$ cat config.mk
export PLATFORM = sky130hd
export DESIGN_NAME = sum_merkle_tree_slot_store
export DESIGN_NICKNAME = d
export VERILOG_FILES = /design/src/hw/rtl/smt_pkg.sv /design/src/hw/rtl/smt_node_mem.sv /design/src/hw/rtl/smt_path_alu.sv /design/src/hw/rtl/sum_merkle_tree_slot_store.sv
export SDC_FILE = /design/constraint.sdc
export NUM_CORES = 2
export LEC_CHECK = 0
export ABC_AREA = 1
export BUFFER_PORTS_ARGS = -buffer_cell sky130_fd_sc_hd__buf_4
export CELL_PAD_IN_SITES_DETAIL_PLACEMENT = 2
export CELL_PAD_IN_SITES_GLOBAL_PLACEMENT = 2
export CORE_ASPECT_RATIO = 1.4
export CORE_UTILIZATION = 45
export CTS_CLUSTER_DIAMETER = 50
export DETAILED_ROUTE_END_ITERATION = 6
export GPL_TIMING_DRIVEN = 0
export MAX_ROUTING_LAYER = met4
export PLACE_DENSITY_LB_ADDON = 0.1
export REMOVE_ABC_BUFFERS = 1
export SLEW_MARGIN = 25
export SYNTH_ARGS = -nofsm -noshare
export SYNTH_HDL_FRONTEND = slang
export SYNTH_SLANG_ARGS = --single-unit
export TNS_END_PERCENT = 20
$ cat constraint.sdc
create_clock -name clk -period 10.9 [get_ports clk]
set_input_delay 0 -clock clk [delete_from_list [all_inputs] [get_ports clk]]
set_output_delay 0 -clock clk [all_outputs]
set_load 0.05 [all_outputs]
$ cat src/hw/rtl/smt_pkg.sv
`default_nettype none
// ----------------------------------------------------------------------------
// smt_pkg
// Shared types and codes for the sum tree slot store.
// ----------------------------------------------------------------------------
package smt_pkg;

	localparam logic signed [31:0] FREE_MARK = 32'sd1;

	localparam logic [1:0] OP_ADD  = 2'd0;
	localparam logic [1:0] OP_DEL  = 2'd1;
	localparam logic [1:0] OP_PATH = 2'd2;
	localparam logic [1:0] OP_NONE = 2'd3;

	localparam logic [1:0] STAT_OK      = 2'd0;
	localparam logic [1:0] STAT_FULL    = 2'd1;
	localparam logic [1:0] STAT_MISSING = 2'd2;

	typedef enum logic [2:0] {
		ST_CLEAR,
		ST_IDLE,
		ST_SEARCH,
		ST_LEAF,
		ST_SIB_RD,
		ST_SIB_ADD
	} state_t;

	typedef struct packed {
		logic [1:0]         operation;
		logic signed [31:0] leaf_value;
	} in_beat_t;

	typedef struct packed {
		logic [1:0]         status;
		logic [3:0]         leaf_index;
		logic signed [31:0] root_sum;
		logic signed [31:0] left_value;
		logic signed [31:0] right_value;
		logic signed [31:0] parent_value;
		logic               path_is_right;
		logic               last;
	} out_beat_t;

	// Result of the shared compare and add unit.
	typedef struct packed {
		logic               eq;
		logic signed [31:0] sum;
	} alu_res_t;

endpackage
`default_nettype wire

$ cat src/hw/rtl/smt_node_mem.sv
`default_nettype none
// ----------------------------------------------------------------------------
// smt_node_mem
// Node storage: one write port and one read port with registered read data.
// ----------------------------------------------------------------------------
module smt_node_mem #(
	parameter int AW    = 5,
	parameter int DEPTH = 31
) (
	input  wire logic                  clk,
	input  wire logic                  we,
	input  wire logic [AW-1:0]         waddr,
	input  wire logic signed [31:0]    wdata,
	input  wire logic                  re,
	input  wire logic [AW-1:0]         raddr,
	output logic signed [31:0]         rdata_q
);

	logic signed [31:0] mem [DEPTH];

	always_ff @(posedge clk) begin
		if (we) begin
			mem[waddr] <= wdata;
		end
	end

	always_ff @(posedge clk) begin
		if (re) begin
			rdata_q <= mem[raddr];
		end
	end

endmodule
`default_nettype wire

$ cat src/hw/rtl/smt_path_alu.sv
`default_nettype none
// ----------------------------------------------------------------------------
// smt_path_alu
// Shared unit: equality compare for the leaf search, wrapping add for sums.
// ----------------------------------------------------------------------------
module smt_path_alu
	import smt_pkg::*;
(
	input  wire logic signed [31:0] a,
	input  wire logic signed [31:0] b,
	output alu_res_t                res
);

	assign res.eq  = (a == b);
	assign res.sum = a + b;

endmodule
`default_nettype wire

$ cat src/hw/rtl/sum_merkle_tree_slot_store.sv
`default_nettype none
// ----------------------------------------------------------------------------
// sum_merkle_tree_slot_store
// Fixed depth binary sum tree with add, delete and authentication path reads.
// ----------------------------------------------------------------------------
// A command keeps busy high while it scans the leaves and, on a match, walks
// the path to the root; the last beat is strobed in the first cycle with busy
// low. A miss scans every leaf before its status beat.
// One command at a time. Results are strobed for one cycle; no stall.
// Reset: after arst_n a clearing pass writes the reset tree (leaves one, inner
// nodes child sums); busy is high meanwhile.
// ----------------------------------------------------------------------------
module sum_merkle_tree_slot_store
	import smt_pkg::*;
#(
	parameter int TREE_LEVELS = 5
) (
	input  wire logic clk,
	input  wire logic arst_n,
	input  wire logic start,
	output logic      busy,
	input  in_beat_t  cmd,
	output logic      result_valid,
	output out_beat_t result
);

	localparam int AW         = TREE_LEVELS;
	localparam int LW         = TREE_LEVELS - 1;
	localparam int LEAF_COUNT = 1 << (TREE_LEVELS - 1);
	localparam int NODE_COUNT = (1 << TREE_LEVELS) - 1;

	state_t state_q, state_d;

	// Command context.
	logic [1:0]         op_q;
	logic signed [31:0] value_q;
	logic signed [31:0] target_q;

	// Search pipeline: srch_q issues reads, cmp_idx_q is the leaf whose data
	// is in the read register this cycle.
	logic [AW-1:0] srch_q;
	logic [LW-1:0] cmp_idx_q;
	logic          cmp_vld_q;

	// Path walk: cur_q is the value of the path node at the current level.
	logic [LW-1:0]      leaf_q;
	logic [LW-1:0]      pos_q;
	logic [AW-1:0]      off_q;
	logic [AW-1:0]      cnt_q;
	logic signed [31:0] cur_q;
	logic signed [31:0] root_q;

	// Clearing pass walks every entry, level by level.
	logic [AW-1:0]      clr_addr_q;
	logic [AW-1:0]      clr_end_q;
	logic [AW-1:0]      clr_cnt_q;
	logic signed [31:0] clr_val_q;

	// Memory and shared unit.
	logic               mem_we;
	logic [AW-1:0]      mem_waddr;
	logic signed [31:0] mem_wdata;
	logic               mem_re;
	logic [AW-1:0]      mem_raddr;
	logic signed [31:0] mem_rdata;
	logic signed [31:0] alu_b;
	alu_res_t           alu;

	logic      emit;
	out_beat_t emit_beat;
	logic      found;
	logic      missed;
	logic      top_level;
	logic      clr_done;

	smt_node_mem #(
		.AW    (AW),
		.DEPTH (NODE_COUNT)
	) u_mem (
		.clk     (clk),
		.we      (mem_we),
		.waddr   (mem_waddr),
		.wdata   (mem_wdata),
		.re      (mem_re),
		.raddr   (mem_raddr),
		.rdata_q (mem_rdata)
	);

	smt_path_alu u_alu (
		.a   (mem_rdata),
		.b   (alu_b),
		.res (alu)
	);

	assign found     = (state_q == ST_SEARCH) && cmp_vld_q && alu.eq;
	assign missed    = (state_q == ST_SEARCH) && cmp_vld_q && !alu.eq && (&cmp_idx_q);
	assign top_level = (cnt_q == AW'(2));
	assign clr_done  = (clr_addr_q == AW'(NODE_COUNT - 1));

	// Next state.
	always_comb begin
		state_d = state_q;
		case (state_q)
			ST_CLEAR: begin
				if (clr_done) state_d = ST_IDLE;
			end
			ST_IDLE: begin
				if (start && cmd.operation != OP_NONE) state_d = ST_SEARCH;
			end
			ST_SEARCH: begin
				if (found) state_d = ST_LEAF;
				else if (missed) state_d = ST_IDLE;
			end
			ST_LEAF: state_d = ST_SIB_RD;
			ST_SIB_RD: state_d = ST_SIB_ADD;
			ST_SIB_ADD: begin
				state_d = top_level ? ST_IDLE : ST_SIB_RD;
			end
			default: state_d = ST_IDLE;
		endcase
	end

	// Memory control, operand select and result assembly.
	always_comb begin
		mem_we    = 1'b0;
		mem_waddr = '0;
		mem_wdata = '0;
		mem_re    = 1'b0;
		mem_raddr = '0;
		alu_b     = cur_q;
		emit      = 1'b0;
		emit_beat = '0;
		emit_beat.leaf_index = 4'(leaf_q);
		emit_beat.root_sum   = root_q;
		case (state_q)
			ST_CLEAR: begin
				mem_we    = 1'b1;
				mem_waddr = clr_addr_q;
				mem_wdata = clr_val_q;
			end
			ST_SEARCH: begin
				alu_b     = target_q;
				mem_re    = !srch_q[AW-1];
				mem_raddr = srch_q;
				if (missed) begin
					emit                 = 1'b1;
					emit_beat.status     = (op_q == OP_ADD) ? STAT_FULL : STAT_MISSING;
					emit_beat.leaf_index = '0;
					emit_beat.last       = 1'b1;
				end
			end
			ST_LEAF: begin
				mem_we    = (op_q != OP_PATH);
				mem_waddr = AW'(leaf_q);
				mem_wdata = cur_q;
			end
			ST_SIB_RD: begin
				mem_re    = 1'b1;
				mem_raddr = off_q + AW'(pos_q ^ LW'(1));
			end
			ST_SIB_ADD: begin
				mem_we    = (op_q != OP_PATH);
				mem_waddr = off_q + cnt_q + AW'(pos_q >> 1);
				mem_wdata = alu.sum;
				if (op_q == OP_PATH) begin
					// The stored parent always equals the sum of its children.
					emit                    = 1'b1;
					emit_beat.left_value    = pos_q[0] ? mem_rdata : cur_q;
					emit_beat.right_value   = pos_q[0] ? cur_q : mem_rdata;
					emit_beat.parent_value  = alu.sum;
					emit_beat.path_is_right = pos_q[0];
					emit_beat.last          = top_level;
				end else if (top_level) begin
					emit               = 1'b1;
					emit_beat.root_sum = alu.sum;
					emit_beat.last     = 1'b1;
				end
			end
			default: begin
			end
		endcase
	end

	always_ff @(posedge clk or negedge arst_n) begin
		if (!arst_n) begin
			state_q      <= ST_CLEAR;
			clr_addr_q   <= '0;
			clr_end_q    <= AW'(LEAF_COUNT - 1);
			clr_cnt_q    <= AW'(LEAF_COUNT);
			clr_val_q    <= FREE_MARK;
			root_q       <= 32'(LEAF_COUNT);
			cmp_vld_q    <= 1'b0;
			srch_q       <= '0;
			result_valid <= 1'b0;
		end else begin
			state_q      <= state_d;
			result_valid <= emit;
			if (state_q == ST_CLEAR) begin
				clr_addr_q <= clr_addr_q + AW'(1);
				if (clr_addr_q == clr_end_q) begin
					clr_cnt_q <= clr_cnt_q >> 1;
					clr_end_q <= clr_end_q + (clr_cnt_q >> 1);
					clr_val_q <= clr_val_q <<< 1;
				end
			end
			if (state_q == ST_IDLE) begin
				srch_q    <= '0;
				cmp_vld_q <= 1'b0;
			end else if (state_q == ST_SEARCH) begin
				if (!srch_q[AW-1]) srch_q <= srch_q + AW'(1);
				cmp_vld_q <= !srch_q[AW-1];
			end
			if (state_q == ST_SIB_ADD && op_q != OP_PATH && top_level) begin
				root_q <= alu.sum;
			end
		end
	end

	// Datapath registers, no reset needed.
	always_ff @(posedge clk) begin
		if (emit) result <= emit_beat;
		case (state_q)
			ST_IDLE: begin
				op_q     <= cmd.operation;
				value_q  <= cmd.leaf_value;
				target_q <= (cmd.operation == OP_ADD) ? FREE_MARK : cmd.leaf_value;
			end
			ST_SEARCH: begin
				cmp_idx_q <= srch_q[LW-1:0];
				if (found) begin
					leaf_q <= cmp_idx_q;
					pos_q  <= cmp_idx_q;
					off_q  <= '0;
					cnt_q  <= AW'(LEAF_COUNT);
					cur_q  <= (op_q == OP_DEL) ? FREE_MARK : value_q;
				end
			end
			ST_SIB_ADD: begin
				cur_q <= alu.sum;
				off_q <= off_q + cnt_q;
				cnt_q <= cnt_q >> 1;
				pos_q <= pos_q >> 1;
			end
			default: begin
			end
		endcase
	end

	assign busy = (state_q != ST_IDLE);

endmodule
`default_nettype wire

# == Word level (Yosys, flattened, before mapping) ==
# Memory sizes are Yosys's and may differ from the RTL's. A register that Yosys moved wholly into a read port is not among the register bits.
# Cells that the tools add are included.
# totals
ff_bits,345
ram_bits,992
output_inout_bits,138
word_cells,121
n_memories,1
# mem_list
memory,words,width,read_ports,rd_clocked_by_memory_dff,wr,line_no,text
u_mem.mem,31,32,1,1,1,smt_node_mem.sv:19,logic signed [31:0] mem [DEPTH];
# classes
addsub,7
n_eq_ne,19
n_mux,43
bitwise,1
n_reduce_logical,23
# ops
op,n
$mux 32,7
$mux 129,1
$mux 97,1
$pmux 32 s3,1
$pmux 32 s2,1
$add 32x32->32,1
$eq 32x32->1,1
$pmux 5 s2,3
$mux 5,5
$pmux 3 s6,1
$mux 3,5
$pmux 5 s3,1
$mux 4,3
$reduce_and 2->1,6
$add 5x1->5 const B,2
$add 5x4->5,2
$ne 2x2->1 const B,5
$mux 1,8
$pmux 1 s2,4
$pmux 4 s2,1
$logic_and 1x1->1,7
$eq 3x2->1 const B,2
$eq 3x3->1 const B,2
$add 5x3->5,1
19 further kinds,22

# == Depth between registers and ports, before layout ==
# depth
depth_word,9
depth_mapped,24
mapped_depth_nobuf,21

# == Hierarchy ==
# Synthesis repeated with hierarchy kept, for this count alone.
# hier_totals
cells_unflattened,5330
area_unflattened_um2,58224.6
# modules_own_cells
mod,n_inst,cells_each,area_each_um2
smt_node_mem,1,3407,40985.6
sum_merkle_tree_slot_store,1,1419,14816.7
smt_path_alu,1,504,2422.3

# == Worst setup path after synthesis ==
# OpenSTA, ideal clock, no wires.
# synth_path
path_kind,register -> register
startpoint,register state_q[2]
endpoint,register result[0] in the netlist's numbering (enable)
setup_ps,1511
arrival_ps,5594
t_required_ps,9389
slack_ps,3795
stages_incl_launch_ff,20
path_cell_list,dfrtp_1 > buf_2 > nor2_2 > nand2_1 > buf_2 > inv_2 > buf_2 > clkbuf_1 > nand2_1 > o21ai_0 > ha_1 > clkbuf_1 > nor2_1 > nand2_1 > nor2_1 > nand2_1 > nor2_1 > nand2_1 > nand2_1 > nand3_1
# synth_via
elab_chain_len,8
elab_cells_between_ends,10
classes_between,3 x eq/ne; 3 x mux; 4 x reduce/logical
# synth_rtl
element,line_no,text
"start, declared",sum_merkle_tree_slot_store.sv:32,"state_t state_q, state_d;"
"start signal, assigned",sum_merkle_tree_slot_store.sv:196,state_q <= state_d;
$eq 3x2->1,"sum_merkle_tree_slot_store.sv:96, sum_merkle_tree_slot_store.sv:135",
$mux 32,sum_merkle_tree_slot_store.sv:135,case (state_q)
$eq 32x32->1,smt_path_alu.sv:14,assign res.eq = (a == b);
$logic_not 1->1,sum_merkle_tree_slot_store.sv:96,assign missed = (state_q == ST_SEARCH) && cmp_vld_q && !alu.eq && (&cmp_idx_q);
$logic_and 1x1->1 (2 in a row),sum_merkle_tree_slot_store.sv:96,
$mux 1,sum_merkle_tree_slot_store.sv:145,if (missed) begin
$pmux 1 s2 (*),sum_merkle_tree_slot_store.sv:135,
named net emit,sum_merkle_tree_slot_store.sv:69,logic emit;
"end signal, assigned",sum_merkle_tree_slot_store.sv:221,if (emit) result <= emit_beat;
"end, declared",sum_merkle_tree_slot_store.sv:24,output out_beat_t result
# Mark *: on every way through the listed nets, which the timed path passes. The rest lies on a longest branch.
# A chain may end at the register's enable or synchronous reset.

# == Final worst setup path ==
# layout_path
startpoint,register state_q[2]
endpoint,register result[53] in the netlist's numbering (enable)
# The elaborated chain is that of the path after synthesis.

==> results.sh <==
export IMPL_status="finished with violations"
export IMPL_violations="DRC"
export IMPL_leakage_nw=30.9
export IMPL_first_pass_iters=7
export IMPL_clk_latency_ns=0.82
export IMPL_fp_dieW_um=315
export IMPL_tritoncts="built"
export IMPL_setup_tns_ns=0
export IMPL_rsz0062_at_grt="false"
export IMPL_clkSinkCount=1364
export IMPL_yosys_top_cells_area="edfxtp_1 62%, nand3_1 10%, nand2_1 8.8%, inv_1 5.5%, dfrtp_1 3.2%"
export IMPL_grt_max_degree=84
export IMPL_antenna_found_initial=11
export IMPL_skew_ns=0.0373
export IMPL_post_drt_wl_per_cell_um=35.5
export IMPL_crit_chain="nor2_2 > nand2_2 > inv_4 > o21ai_0 > ha_1 > nor2_1 > nand2_1 > nor2_1 > nand2_1 > nor2_1 > nand2_1 > nand2_1 > nand3_4 > buf_16 > buf_16"
export IMPL_start_util=0.453
export IMPL_synthFlopType="edfxtp_1"
export IMPL_slew_headroom=0.247
export IMPL_tightestPinTransition_ns=1.13
export IMPL_hold_class="in -> reg"
export IMPL_gp_routability_congestion=0.894
export IMPL_ios=175
export IMPL_grt_pass1_vias=56900
export IMPL_multi_input_area_um2=16700
export IMPL_period_minus_slack_ns=6.75
export IMPL_synth_top_area_frac=0.624
export IMPL_htree_levels=4
export IMPL_ys_warnings_count=0
export IMPL_layout_drive_gt1_share=0.105
export IMPL_area_growth_pct=19.6
export IMPL_port_buffers=174
export IMPL_fp_coreArea_um2=136000
export IMPL_fillers=13200
export IMPL_powerDensity_nw_per_um2=270
export IMPL_syn_area_um2=61600
export IMPL_dieHeight_um=440
export IMPL_synth_edf_count=1280
export IMPL_avgSynthCellArea_um2=10.2
export IMPL_ys_seq_elements=1364
export IMPL_grt_pass1_wl_um=416000
export IMPL_numCtsBuffers=148
export IMPL_start_kind="flip-flop"
export IMPL_crit_slowest_cell="o21ai_0"
export IMPL_final_max_slew_viol_count=0
export IMPL_die_area_um2=138000
export IMPL_async_flop_share=0.0616
export IMPL_final_area_um2=73700
export IMPL_clock_fmax_mhz=148
export IMPL_track_usage=0.433
export IMPL_worst_setup_path_type="reg -> reg"
export IMPL_cts_root_buf="clkbuf_16"
export IMPL_num_rows=160
export IMPL_ys_seq_area_frac=0.658
export IMPL_dr_first_iter_drc_count=5218
export IMPL_post_route_period_util=0.620
export IMPL_maxCapViolCount=0
export IMPL_drc=144
export IMPL_cp_max_fo=60
export IMPL_hold_viol=0
export IMPL_arrival_ns=7.27
export IMPL_grt_overflow_total=0
export IMPL_syn_inst=6050
export IMPL_hpwl_um=165000
export IMPL_vias=51600
export IMPL_seq_area_um2=40500
export IMPL_cp_required_ns=11.42
export IMPL_nets=6397
export IMPL_clk_pin_slew_ns=0.08
export IMPL_synth_area_leader_cell="edfxtp_1"
export IMPL_cp_end_kind="flip-flop"
export IMPL_slowest_delay_ns=0.89
export IMPL_placed_cell_area_um2=68200
export IMPL_clockBufferDepth=3
export IMPL_drt_total_wl_um=291000
export IMPL_peakVddDrop_v=0.000199
export IMPL_ant_nets=0
export IMPL_post_cts_resized=0
export IMPL_ys_types=39
export IMPL_crit_top_cell="nand2_1"
export IMPL_setup_violations=0
export IMPL_routed_via_density=6.30
-- cell usage in the layout, fill, tap and decap left out, drive strengths merged, types with 2 or more instances in the layout --
cell type and instances:
buf 352, xor2 15, nor3b 2, clkbuf 180, diode 6, clkinv 61
nand3 1276, o21a 2, dlygate4sd3 70, a21oi 108, dfrtp 78, o21ai 104
clkinvlp 3, nand4 11, fa 5, edfxtp 1280, bufinv 12, or2 7
o22ai 15, nor3 15, o221ai 8, dfstp 6, inv 925, nor2 231
ha 64, o211ai 5, xnor2 11, nor4 2, nand3b 100, nand2 1447
o21bai 5
-- synth_stat cells (9+ instances only) --
cell type	n
buf_2	190
o22ai_1	14
inv_2	9
xor2_1	15
xnor2_1	11
a21oi_1	108
o21ai_0	102
edfxtp_1	1280
nand4_1	10
nand3b_1	100
clkbuf_1	116
nor2_1	229
buf_1	21
dfrtp_1	78
ha_1	64
nor3_1	15
nand2_1	1447
nand3_1	1276
inv_1	907
-- layer usage --
| layer | GRT usage | vias up | part of all wire |
|---|---|---|---|
| met5 | - | - | 0 |
| met3 | 0.0765 | 1292 | 0.070 |
| li1 | - | 20700 | - |
| met2 | 0.723 | 3032 | 0.50 |
| met1 | 0.469 | 26600 | 0.35 |
| met4 | 0.298 | 0 | 0.080 |
-- metrics by stage --
| stage | worst slack (ns) | util | power (mW) | hold WS, ns | cells |
|---|---|---|---|---|---|
| after floorplan | -16.84 | - | 10.8 | -0.296 | 5719 |
| after global placement | -58.44 | 0.468 | 13.4 | 0.197 | 7675 |
| after detailed placement | 4.46 | 0.502 | 13.9 | 0.177 | 7852 |
| after CTS | 4.30 | 0.542 | 19.5 | 0.00358 | 8186 |
| after global routing | 4.19 | 0.542 | 20.3 | 0.00540 | 8190 |
| final | 4.15 | 0.542 | 19.9 | 0.0289 | 8192 |
-- path summary, 6_finish.rpt --
check                           startpoint       endpoint  slack (ns)  cells past startpoint
worst min register to register  root_q[24]     root_q[24]        0.49                      2
worst max-delay path            state_q[2]     result[53]        4.15                     15
max in group asynchronous           arst_n  clr_val_q[19]        9.85                      4
min in group asynchronous           arst_n   clr_end_q[3]        0.35                      3
worst max register to register  state_q[2]     result[53]        4.15                     15
worst min-delay path               cmd[32]        op_q[0]        0.03                      2
-- kinds of logic after synthesis --
group	synth area share
buffers and inverters	0.0803
XOR/XNOR	0.00369
AO/OA/AOI/OAI	0.0218
adder cells (fa/ha/maj)	0.0146
AND/OR/NAND/NOR	0.222
flip-flops	0.658
-- state kept, by name (all words and copies together), names as in the netlist, 5 cells and up --
signal,count
u_mem.mem,992
result,136
cur_q,32
root_q,32
target_q,32
u_mem.rdata_q,32
value_q,32
clr_val_q,28
clr_addr_q,5
clr_end_q,5
cnt_q,5
off_q,5
srch_q,5
-- report_power, final --
part / leakage, nW / switching [mW] / internal (mW)
sequential: 13.1 / 0.383 / 6.81
combinational: 15.5 / 5.57 / 1.87
clock: 2.33 / 2.41 / 2.87
-- worst max-delay path, delay by kind of cell, from the launching register on --
kind                       cells  cell delay [ns]
DFF                            1             0.70
and+or+nand+nor               10             3.03
adders and majority gates      1             0.39
buffers and inverters          3             1.17
AOI/OAI and AO/OA              1             0.89
-- repair_timing --
action | CTS | global route
setup buffers | 0 | 0
hold buffers | 71 | 0
endpoints found under the hold margin | 152 | 0
-- cell type report --
cell class,instances,share of cell area
sequential,1364,0.550
multi-input combinational,3437,0.227
timing repair buffer,422,0.0814
clock buffer,180,0.0534
inverter,918,0.0471
tap,1782,0.0302
clock inverter,83,0.0107
antenna,6,0.000204
(Power assumes the default switching activity.)
